`src/rtl/core/ctst_pkg.sv`:
```
// Package for the connection tracking state table.
// Item types, state and command codes, transition helpers and timeout defaults.
// No dependencies.
package ctst_pkg;

  localparam int SLOT_W    = 14;
  localparam int REG_IDX_W = 3;
  localparam int CFG_W     = 16;
  localparam int THR_W     = 37;

  // commands
  localparam logic [1:0] CMD_CREATE = 2'd0;
  localparam logic [1:0] CMD_PACKET = 2'd1;
  localparam logic [1:0] CMD_AGE    = 2'd2;

  // protocol classes
  localparam logic [1:0] PROTO_TCP = 2'd0;
  localparam logic [1:0] PROTO_UDP = 2'd1;

  // connection states
  localparam logic [3:0] ST_CLOSED    = 4'd0;
  localparam logic [3:0] ST_NEW       = 4'd1;
  localparam logic [3:0] ST_SIMSYN    = 4'd2;
  localparam logic [3:0] ST_SYNRCVD   = 4'd3;
  localparam logic [3:0] ST_EST       = 4'd4;
  localparam logic [3:0] ST_FINSENT   = 4'd5;
  localparam logic [3:0] ST_FINRCVD   = 4'd6;
  localparam logic [3:0] ST_CLOSEWAIT = 4'd7;
  localparam logic [3:0] ST_FINWAIT   = 4'd8;
  localparam logic [3:0] ST_CLOSING   = 4'd9;
  localparam logic [3:0] ST_LASTACK   = 4'd10;
  localparam logic [3:0] ST_TIMEWAIT  = 4'd11;

  // flag classes
  localparam logic [2:0] FC_INV    = 3'd0;
  localparam logic [2:0] FC_SYN    = 3'd1;
  localparam logic [2:0] FC_SYNACK = 3'd2;
  localparam logic [2:0] FC_ACK    = 3'd3;
  localparam logic [2:0] FC_FIN    = 3'd4;

  // configuration register indexes
  localparam logic [REG_IDX_W-1:0] REG_CLOSED_TMO = 3'd0;
  localparam logic [REG_IDX_W-1:0] REG_NEW_TMO    = 3'd1;
  localparam logic [REG_IDX_W-1:0] REG_UDP_EST    = 3'd2;
  localparam logic [REG_IDX_W-1:0] REG_TCP_EST    = 3'd3;
  localparam logic [REG_IDX_W-1:0] REG_HALF_CLOSE = 3'd4;
  localparam logic [REG_IDX_W-1:0] REG_TIME_WAIT  = 3'd5;

  localparam logic [CFG_W-1:0] RST_CLOSED_TMO = 16'd5;
  localparam logic [CFG_W-1:0] RST_NEW_TMO    = 16'd5;
  localparam logic [CFG_W-1:0] RST_UDP_EST    = 16'd30;
  localparam logic [CFG_W-1:0] RST_TCP_EST    = 16'd300;
  localparam logic [CFG_W-1:0] RST_HALF_CLOSE = 16'd120;
  localparam logic [CFG_W-1:0] RST_TIME_WAIT  = 16'd30;

  localparam logic [31:0]      FLAG_CLASS_LUT = 32'h0243_0140;
  localparam logic [19:0]      US_PER_S       = 20'd1000000;
  localparam logic [15:0]      DNS_PORT       = 16'd53;
  localparam logic [CFG_W-1:0] DNS_TMO_S      = 16'd2;

  typedef struct packed {
    logic [1:0]        command;
    logic [SLOT_W-1:0] slot;
    logic [1:0]        proto_class;
    logic [15:0]       fwd_port;
    logic              reverse_dir;
    logic [7:0]        flag_byte;
    logic [63:0]       now_us;
  } in_item_t;

  typedef struct packed {
    logic [3:0] conn_state;
    logic       entry_valid;
    logic       expired;
  } out_item_t;

  // one table entry as stored in memory
  typedef struct packed {
    logic        valid;
    logic [3:0]  state;
    logic [1:0]  proto;
    logic        dns;
    logic [63:0] last_us;
  } entry_t;

  localparam int ENTRY_W = $bits(entry_t);

  // controller to datapath
  typedef struct packed {
    logic clr_we;
    logic capture;
    logic eval;
    logic commit;
  } ctrl_cmd_t;

  // datapath to controller
  typedef struct packed {
    logic clr_done;
  } dp_status_t;

  // fold raw flags into a flag class
  function automatic logic [2:0] flag_class(input logic [7:0] flags);
    logic [2:0] s;
    s = {flags[4], flags[1:0]};
    return FLAG_CLASS_LUT[{s, 2'b00} +: 3];
  endfunction

  // tcp transition row, one nibble per flag class (class 0 in the low nibble)
  function automatic logic [19:0] tcp_row(input logic [3:0] st, input logic dir);
    logic [19:0] row;
    case ({st, dir})
      {ST_CLOSED, 1'b0}:    row = 20'h00010;
      {ST_NEW, 1'b0}:       row = 20'h00010;
      {ST_NEW, 1'b1}:       row = 20'h00320;
      {ST_SIMSYN, 1'b0}:    row = 20'h00320;
      {ST_SIMSYN, 1'b1}:    row = 20'h60320;
      {ST_SYNRCVD, 1'b0}:   row = 20'h54030;
      {ST_SYNRCVD, 1'b1}:   row = 20'h63300;
      {ST_EST, 1'b0}:       row = 20'h54000;
      {ST_EST, 1'b1}:       row = 20'h64000;
      {ST_FINSENT, 1'b0}:   row = 20'h55000;
      {ST_FINSENT, 1'b1}:   row = 20'h98000;
      {ST_FINRCVD, 1'b0}:   row = 20'h97000;
      {ST_FINRCVD, 1'b1}:   row = 20'h66000;
      {ST_CLOSEWAIT, 1'b0}: row = 20'hA7000;
      {ST_CLOSEWAIT, 1'b1}: row = 20'hA7000;
      {ST_FINWAIT, 1'b0}:   row = 20'hA8000;
      {ST_FINWAIT, 1'b1}:   row = 20'hA8000;
      {ST_CLOSING, 1'b0}:   row = 20'h0A000;
      {ST_CLOSING, 1'b1}:   row = 20'h0A000;
      {ST_LASTACK, 1'b0}:   row = 20'h0B000;
      {ST_LASTACK, 1'b1}:   row = 20'h0B000;
      {ST_TIMEWAIT, 1'b0}:  row = 20'h00010;
      default:              row = 20'h00000;
    endcase
    return row;
  endfunction

  function automatic logic [3:0] next_state(input logic [3:0] st, input logic [1:0] proto,
                                            input logic dir, input logic [7:0] flags);
    logic [19:0] row;
    logic [3:0]  nst;
    row = tcp_row(st, dir);
    if (proto == PROTO_TCP) begin
      case (flag_class(flags))
        FC_INV:    nst = row[3:0];
        FC_SYN:    nst = row[7:4];
        FC_SYNACK: nst = row[11:8];
        FC_ACK:    nst = row[15:12];
        FC_FIN:    nst = row[19:16];
        default:   nst = ST_CLOSED;
      endcase
    end else begin
      case (st)
        ST_CLOSED: nst = dir ? ST_CLOSED : ST_NEW;
        ST_NEW:    nst = dir ? ST_EST : ST_NEW;
        ST_EST:    nst = ST_EST;
        default:   nst = ST_CLOSED;
      endcase
    end
    return nst;
  endfunction

endpackage

```
`src/rtl/core/ctst_ctrl.sv`:
```
// Controller for the connection tracking state table: clear, read, write-back.
// Depends on ctst_pkg.
module ctst_ctrl (
  input  logic                clk,
  input  logic                rst_n,
  input  logic                start,
  output logic                busy,
  input  ctst_pkg::dp_status_t status,
  output ctst_pkg::ctrl_cmd_t  cmd
);
  import ctst_pkg::*;

  localparam logic [1:0] S_IDLE  = 2'd0;
  localparam logic [1:0] S_CLEAR = 2'd1;
  localparam logic [1:0] S_READ  = 2'd2;
  localparam logic [1:0] S_WB    = 2'd3;

  logic [1:0] state_r, state_nxt;

  assign busy = (state_r != S_IDLE);

  // command decode
  always_comb begin
    cmd.clr_we  = (state_r == S_CLEAR);
    cmd.capture = start && (state_r == S_IDLE);
    cmd.eval    = (state_r == S_READ);
    cmd.commit  = (state_r == S_WB);
  end

  // next state
  always_comb begin
    state_nxt = state_r;
    case (state_r)
      S_IDLE:  if (start) state_nxt = S_READ;
      S_CLEAR: if (status.clr_done) state_nxt = S_IDLE;
      S_READ:  state_nxt = S_WB;
      S_WB:    state_nxt = S_IDLE;
      default: state_nxt = S_IDLE;
    endcase
  end

  always_ff @(posedge clk) begin
    if (!rst_n) begin
      state_r <= S_CLEAR;
    end else begin
      state_r <= state_nxt;
    end
  end

endmodule

```
`config.mk`:
```
export PLATFORM = sky130hd
export DESIGN_NAME = ctst_ctrl
export DESIGN_NICKNAME = d
export VERILOG_FILES = /design/src/rtl/core/ctst_pkg.sv /design/src/rtl/core/ctst_ctrl.sv
export SDC_FILE = /design/constraint.sdc
export NUM_CORES = 1
export LEC_CHECK = 0
export BUFFER_PORTS_ARGS = -buffer_cell sky130_fd_sc_hd__buf_2
export CAP_MARGIN = 20
export CORE_AREA = 2 2 39 41
export DETAILED_ROUTE_END_ITERATION = 6
export DIE_AREA = 0 0 41 43
export GPL_ROUTABILITY_DRIVEN = 0
export HOLD_SLACK_MARGIN = 0.15
export SYNTH_ARGS = -nofsm -noshare
export SYNTH_HDL_FRONTEND = slang
export SYNTH_SLANG_ARGS = --single-unit
export TNS_END_PERCENT = 5
```
`constraint.sdc`:
```
create_clock -name clk -period 0.8 [get_ports clk]
set_input_delay 0.04 -clock clk [delete_from_list [all_inputs] [get_ports clk]]
set_output_delay 0.04 -clock clk [all_outputs]
set_load 0.005 [all_outputs]
```
==> qor_table.md, run 1 <==
| Quantity | This run | Unit |
|---|---|---|
| Final count of pins violating max slew | 0 | - |
| Violated checks | setup timing | - |
| Warnings from Yosys | 0 | - |
| Floorplan die area | 1760 | um^2 |
| Total GRT Usage | 5.30 | % |
| Pre-Repair DR Iteration Count | 4 | - |
| Yosys reg bits | 2 | - |
| Post-cts hold buffer count | 2 | - |
| Unrepaired setup endpoints after global routing | yes | - |
| Startpoint of the worst setup timing path | state_r[0] | - |
| Source-to-sink clock delay at the later pin of the worst-skew pair | 220 | ps |
| Initial antenna violation count | 0 | - |
| Final routed wire length divided by cell count | 6.89 | um |
| Largest fanout of any net on the critical path | 3 | - |
| Most frequent cells in the layout | buf_2 (8), inv_1 (3), clkbuf_4 (3) | - |
| Leakage power figure | 0.134 | nW |
| Hold Violations, Final | 0 | - |
| Arrival time of the worst setup path | 970 | ps |
| Mapped cell area | 120 | um^2 |
| Cell Count Post-Placement | 37 | - |
| Total global routing overflow | 0 | - |
| Clk pwr share | 53.1 | % |
| Gate count after technology mapping | 14 | - |
| Initial core utilization | 8.68 | % |
| Layout Area Growth over Synthesis | 107 | % |
| DRC viols | 0 | - |
| Via count of the routed design | 138 | - |
| Type of destination of the critical path | output pin | - |
| Via count of the first global-routing pass | 147 | - |
| Result of the run | finished with violations | - |
| Final Setup Violations | 6 | - |
| Largest registers | state_r (2) | - |
| Ratio of routed vias to standard cells | 3.07 | - |
| Cell area power density | 1660 | nW/um^2 |
| Bufs on Longest Clock Path | 2 | - |
| Fin crit share | 126 | % |
| Final routed wirelength across all metal layers | 310 | um |
| Port Buffers | 8 | - |
| R2R Path Start | state_r[0] | - |
| Minimum clock period after layout | 1010 | ps |
| Wire length of the first global-routing pass | 476 | um |
| Filler Cell Count | 156 | - |
| Slew at the pin closest to its max-slew limit | 125 | ps |
| Syn nets | 18 | - |
| Most common cell after layout, fill and taps aside | buf_2 | - |
| Average size of a mapped cell | 8.58 | um^2 |
| Clock tree from TritonCTS | done | - |
| Diodes inserted | 0 | - |
| Combinational fraction of design power | 20.3 | % |
| Required time of the worst setup path | 760 | ps |
| Net switching share of the total power | 21.5 | % |
| Type of origin of the critical path | register | - |
| Cts bufs inserted | 3 | - |
| Pwr Total | 0.414 | mW |
| Biggest register | state_r | - |
| Number of levels the H-tree was split into | 1 | - |
| Max-capacitance violation count | 0 | - |
| Number of non-filler instances in the completed layout | 45 | - |
| Distinct cell type count after synthesis | 9 | - |
| Maximum vdd drop | 0.264 | mV |
| Number of nets with antenna violations after detailed routing | 0 | - |
| Share of final-layout standard cells stronger than drive strength 1 | 62.1 | % |
| Overall die height | 43 | um |
| Maximum number of pins on one net before global-route repair | 5 | - |
| Post-synthesis sequential area ratio | 33.3 | % |
| Reg power frac | 26.6 | % |
| Area inside the core boundary | 1380 | um^2 |
| Worst Min Path Start | status | - |
| CTS clock-pin slew for the worst setup and hold paths | 30 | ps |
| Internal power | 0.325 | mW |
| Clock Tree Root | clkbuf_4 | - |
| Slack of the critical path | -208 | ps |
| Class of the most critical hold timing path | input pin to register | - |
| Post-Place Cell Area | 175 | um^2 |
| Clock Sinks | 2 | - |
| Switching pwr | 0.0891 | mW |
| Maximum operating frequency | 992 | MHz |
| Horizontal die dimension | 41 | um |
| Clock Skews | 0.485 | ps |
| I/O pin total | 9 | - |
| Critical path start-end classification | register to output pin | - |
| Total non-filler cell area in the finished layout | 249 | um^2 |
| Layout net count | 35 | - |
| Starting DRT DRC Count | 5 | - |
| Setup Total Neg Slack | -933 | ps |
| Largest register FFs | 2 | - |
| Count of standard-cell rows | 14 | - |
| Headroom to the max-slew limit | 91.6 | % |
==> metrics by stage <==
step | setup WS [ps] | hold WS (ps) | utilization, %
2_1_floorplan | -8.96 | 151 | -
5_1_grt | -291 | 94.4 | 18.0
3_5_place_dp | -26.5 | 297 | 12.7
4_1_cts | -216 | 83.7 | 18.0
3_3_place_gp | -20.4 | 295 | 12.7
6_report | -208 | 88.4 | 18.0
==> area by class of cell <==
| type | count | area, um^2 | area share [%] |
|---|---|---|---|
| timing repair buffer | 13 | 86.3 | 34.7 |
| multi-input combinational | 8 | 61.3 | 24.6 |
| sequential | 2 | 47.5 | 19.1 |
| clock buffer | 3 | 22.5 | 9.05 |
| tap | 16 | 20.0 | 8.04 |
| inverter | 3 | 11.3 | 4.52 |
==> worst max-delay path, cell delays in order (launching register included) <==
cell     delay [ps]
dfxtp_4         330
or2_1           230
nor2_1           80
buf_2           110
==> Yosys cell counts, drive strengths merged <==
cell | count | area share (%)
nor2 | 2 | 6.3
dfxtp | 2 | 33
inv | 3 | 9.4
nor2b | 2 | 23
a211o | 1 | 7.3
and2 | 1 | 5.2
or2 | 1 | 5.2
nor3 | 1 | 4.2
buf | 1 | 6.3
==> worst paths after layout <==
check / endpoint / slack, ps / depth (start not counted)
setup / recovery: cmd[2] / -210 / 3
hold / removal: state_r[0] / 90 / 3
setup reg to reg: state_r[0] / -120 / 3
hold reg to reg: state_r[1] / 530 / 2
==> routing by layer <==
metal	GRT usage, %	wire length, um
met2	7.50	184
met3	6.28	36
met4	8.00	0
met1	1.59	88
met5	0	0
==> power groups by stage <==
stage                     clock network [mW]  registers (mW)  logic (mW)
after floorplan                            0           0.119      0.0319
after global placement                     0           0.120      0.0536
after detailed placement                   0           0.121      0.0540
after CTS                              0.232           0.110      0.0851
after global routing                   0.253           0.111      0.0933
final                                  0.219           0.110      0.0839
==> cells by family (layout without fill, tap and decap cells) <==
logic type | count (synthesis) | after routing | synth area share [%]
buffers and inverters | 4 | 19 | 15.6
AND/OR/NAND/NOR | 7 | 7 | 43.8
flip-flops | 2 | 2 | 33.3
AO/OA/AOI/OAI | 1 | 1 | 7.29
==> what timing repair did <==
action,CTS,global route
buffers inserted,3,0
hold endpoints to repair,2,1
pin swaps,1,0
endpoints found under the setup margin,6,6
resized for setup,3,0
Note: power is estimated with default switching activity, not from simulation.
==> inputs of run 2 (changes only) <==
--- a/config.mk
+++ b/config.mk
@@ -5,6 +5,7 @@
 export SDC_FILE = /design/constraint.sdc
 export NUM_CORES = 1
 export LEC_CHECK = 0
+export ABC_AREA = 1
 export BUFFER_PORTS_ARGS = -buffer_cell sky130_fd_sc_hd__buf_2
 export CAP_MARGIN = 20
 export CORE_AREA = 2 2 39 41
==> constraint.sdc (replaced) <==
create_clock -name clk -period 1.13 [get_ports clk]
set_input_delay 0.0565 -clock clk [delete_from_list [all_inputs] [get_ports clk]]
set_output_delay 0.0565 -clock clk [all_outputs]
set_load 0.005 [all_outputs]
==> qor_table.md, run 2 <==
| Quantity | This run | Unit |
|---|---|---|
| Result of the run | finished, final reports clean | - |
| Ratio of routed vias to standard cells | 2.96 | - |
| Number of levels the H-tree was split into | 1 | - |
| R2R Path Start | state_r[0] | - |
| Setup Total Neg Slack | 0 | ps |
| Pre-Repair DR Iteration Count | 1 | - |
| Average size of a mapped cell | 6.52 | um^2 |
| Hold Path Cell Cnt | 2 | - |
| Cts bufs inserted | 3 | - |
| Overall die height | 43 | um |
| Max-capacitance violation count | 0 | - |
| Diodes inserted | 0 | - |
| Path depth of the worst reg2reg path | 3 | - |
| Largest register FFs | 2 | - |
| Type of destination of the critical path | output pin | - |
| Total non-filler cell area in the finished layout | 229 | um^2 |
| Dominant cells by area after synthesis | dfxtp_1 (32%), inv_1 (12%), nand2_1 (12%) | - |
| Final routed wire length divided by cell count | 6.06 | um |
| Horizontal die dimension | 41 | um |
| Floorplan die area | 1760 | um^2 |
| Number of nets with antenna violations after detailed routing | 0 | - |
| Maximum number of pins on one net before global-route repair | 5 | - |
| Switching pwr | 0.0687 | mW |
| Leakage power figure | 0.131 | nW |
| Clock Skews | 0.725 | ps |
| Proportion of netlist area held by the largest area contributor | 32.3 | % |
| Slew at the pin closest to its max-slew limit | 202 | ps |
| Largest fanout of any net on the critical path | 2 | - |
| Syn nets | 23 | - |
| Internal power | 0.220 | mW |
| Hold Slack | 541 | ps |
| Pwr Total | 0.288 | mW |
| Maximum vdd drop | 0.151 | mV |
| Gate count after technology mapping | 19 | - |
| Layout Area Growth over Synthesis | 84.8 | % |
| Unrepaired setup endpoints after global routing | no | - |
| Global-route met3 utilization | 0 | % |
| Clock Sinks | 2 | - |
| Fin crit share | 89.8 | % |
| Most common cell after layout, fill and taps aside | buf_2 | - |
| Share of async-settable or async-resettable flops after synthesis | 0 | % |
| Hold Violations, Final | 0 | - |
| Net switching share of the total power | 23.8 | % |
| Startpoint of the worst setup timing path | start | - |
| FF-to-FF setup slack | 410 | ps |
| Hold-critical path endpoint | state_r[1] | - |
| Source-to-sink clock delay at the later pin of the worst-skew pair | 220 | ps |
| Mapped cell area | 124 | um^2 |
| Combinational fraction of design power | 17.5 | % |
| Type of origin of the critical path | input pin | - |
| Port Buffers | 8 | - |
| Final count of pins violating max slew | 0 | - |
| Layout net count | 38 | - |
| Yosys reg bits | 2 | - |
| Met2 track utilization from global routing | 6.88 | % |
| Count of standard-cell rows | 14 | - |
| Share of final-layout standard cells stronger than drive strength 1 | 50.0 | % |
| Total GRT Usage | 4.20 | % |
| Arrival time of the worst setup path | 960 | ps |
| I/O pin total | 9 | - |
| Post-cts gate resize count | 0 | - |
| Largest area contributor in the netlist | dfxtp_1 | - |
| Most Used Layer, Global Route | met4 | - |
| DRC viols | 0 | - |
| Largest registers | state_r (2) | - |
| Clk pwr share | 54.4 | % |
| Share of the core filled with cells in the final layout | 16.5 | % |
| Total half-perimeter wirelength after legalization and detailed placement | 221 | um |
| Biggest register | state_r | - |
| Maximum operating frequency | 985 | MHz |
| Post-synthesis sequential area ratio | 32.3 | % |
| Clock Tree Root | clkbuf_4 | - |
| Warnings from Yosys | 0 | - |
| Via count of the routed design | 142 | - |
| Required time of the worst setup path | 1070 | ps |
| Starting DRT DRC Count | 0 | - |
| GRT met1 Usage | 1.59 | % |
| Commonest cells in the netlist | inv_1 (4), nand2_1 (4), dfxtp_1 (2), inv_2 (2), nor2_1 (2) | - |
| Initial core utilization | 8.95 | % |
| Cell area power density | 1260 | nW/um^2 |
| Top_reg_cell synth | dfxtp_1 | - |
| Minimum clock period after layout | 1010 | ps |
| Critical path start-end classification | input pin to output pin | - |
| Area inside the core boundary | 1380 | um^2 |
| Reg power frac | 28.1 | % |
| Worst reg2reg path endpoint | state_r[0] | - |
| Wire length of the first global-routing pass | 420 | um |
| Total global routing overflow | 0 | - |
| Bufs on Longest Clock Path | 2 | - |
| Initial antenna violation count | 0 | - |
| Distinct cell type count after synthesis | 10 | - |
| Class of the most critical hold timing path | register to register | - |
| Final Setup Violations | 0 | - |
| Final routed wirelength across all metal layers | 291 | um |
| Post-Place Cell Area | 176 | um^2 |
| Clock tree from TritonCTS | done | - |
| Count of flip-flops with a built-in enable after synthesis | 0 | - |
| CTS clock-pin slew for the worst setup and hold paths | 30 | ps |
| Headroom to the max-slew limit | 86.5 | % |
| Worst Min Path Start | state_r[1] | - |
| Via count of the first global-routing pass | 146 | - |
| Most frequent cells in the layout | buf_2 (8), nand2_1 (4), inv_1 (4), clkbuf_4 (3), dlygate4sd3_1 (3) | - |
## run 2: cell count changes after synthesis, sizes merged
cell	change
nand2	+5
nor3	-1
or2	-1
nor2	+1
nor2b	-2
a211o	-1
a21oi	+2
inv	+3
and2	-1
## run 2: per-stage QoR
step / setup WS, ps / cells
2_1_floorplan: 426 / 19
3_3_place_gp: 384 / 42
3_5_place_dp: 368 / 42
4_1_cts: 108 / 48
5_1_grt: 86.4 / 48
6_report: 115 / 48
## run 2: worst max-delay path, stage by stage
cell	delay, ps
dlygate4sd3_1	540
buf_2	120
inv_1	80
nor2_1	50
buf_2	120
## run 2: power groups by stage
| stage | clock (mW) | combinational (mW) | sequential [mW] |
|---|---|---|---|
| 6_report | 0.157 | 0.0504 | 0.0810 |
| 3_3_place_gp | 0 | 0.0435 | 0.0817 |
| 2_1_floorplan | 0 | 0.0262 | 0.0812 |
| 4_1_cts | 0.168 | 0.0515 | 0.0811 |
| 5_1_grt | 0.169 | 0.0557 | 0.0815 |
| 3_5_place_dp | 0 | 0.0433 | 0.0819 |
## run 2: per-layer routing
layer / up-vias / routed length [um]
met5: - / 0
met4: 0 / 0
met3: 0 / 12
met2: 3 / 189
met1: 60 / 89
li1: 79 / -
## run 2: cell type report
cell class / count / area, um^2
fill: 161 / 1150
timing repair buffer: 11 / 70.1
multi-input combinational: 10 / 53.8
sequential: 2 / 40.0
clock buffer: 3 / 22.5
inverter: 6 / 22.5
tap: 16 / 20.0
## run 2: worst max path at each step
stage | to | slack, ps | cells after the start
6_report | cmd[2] | 120 | 5
5_1_grt | cmd[1] | 90 | 3
4_1_cts | cmd[2] | 110 | 5
3_5_place_dp | cmd[2] | 370 | 4
3_3_place_gp | cmd[2] | 380 | 4
2_1_floorplan | cmd[1] | 430 | 3
## run 2: kinds of logic after synthesis
group / after synthesis / share of synthesized area [%]
AO/OA/AOI/OAI: 2 / 11.1
buffers and inverters: 7 / 24.2
AND/OR/NAND/NOR: 8 / 32.3
flip-flops: 2 / 32.3
## run 2: what timing repair did
item	CTS	global route
hold buffers	3	0
hold endpoints to repair	2	0
setup buffers	0	0
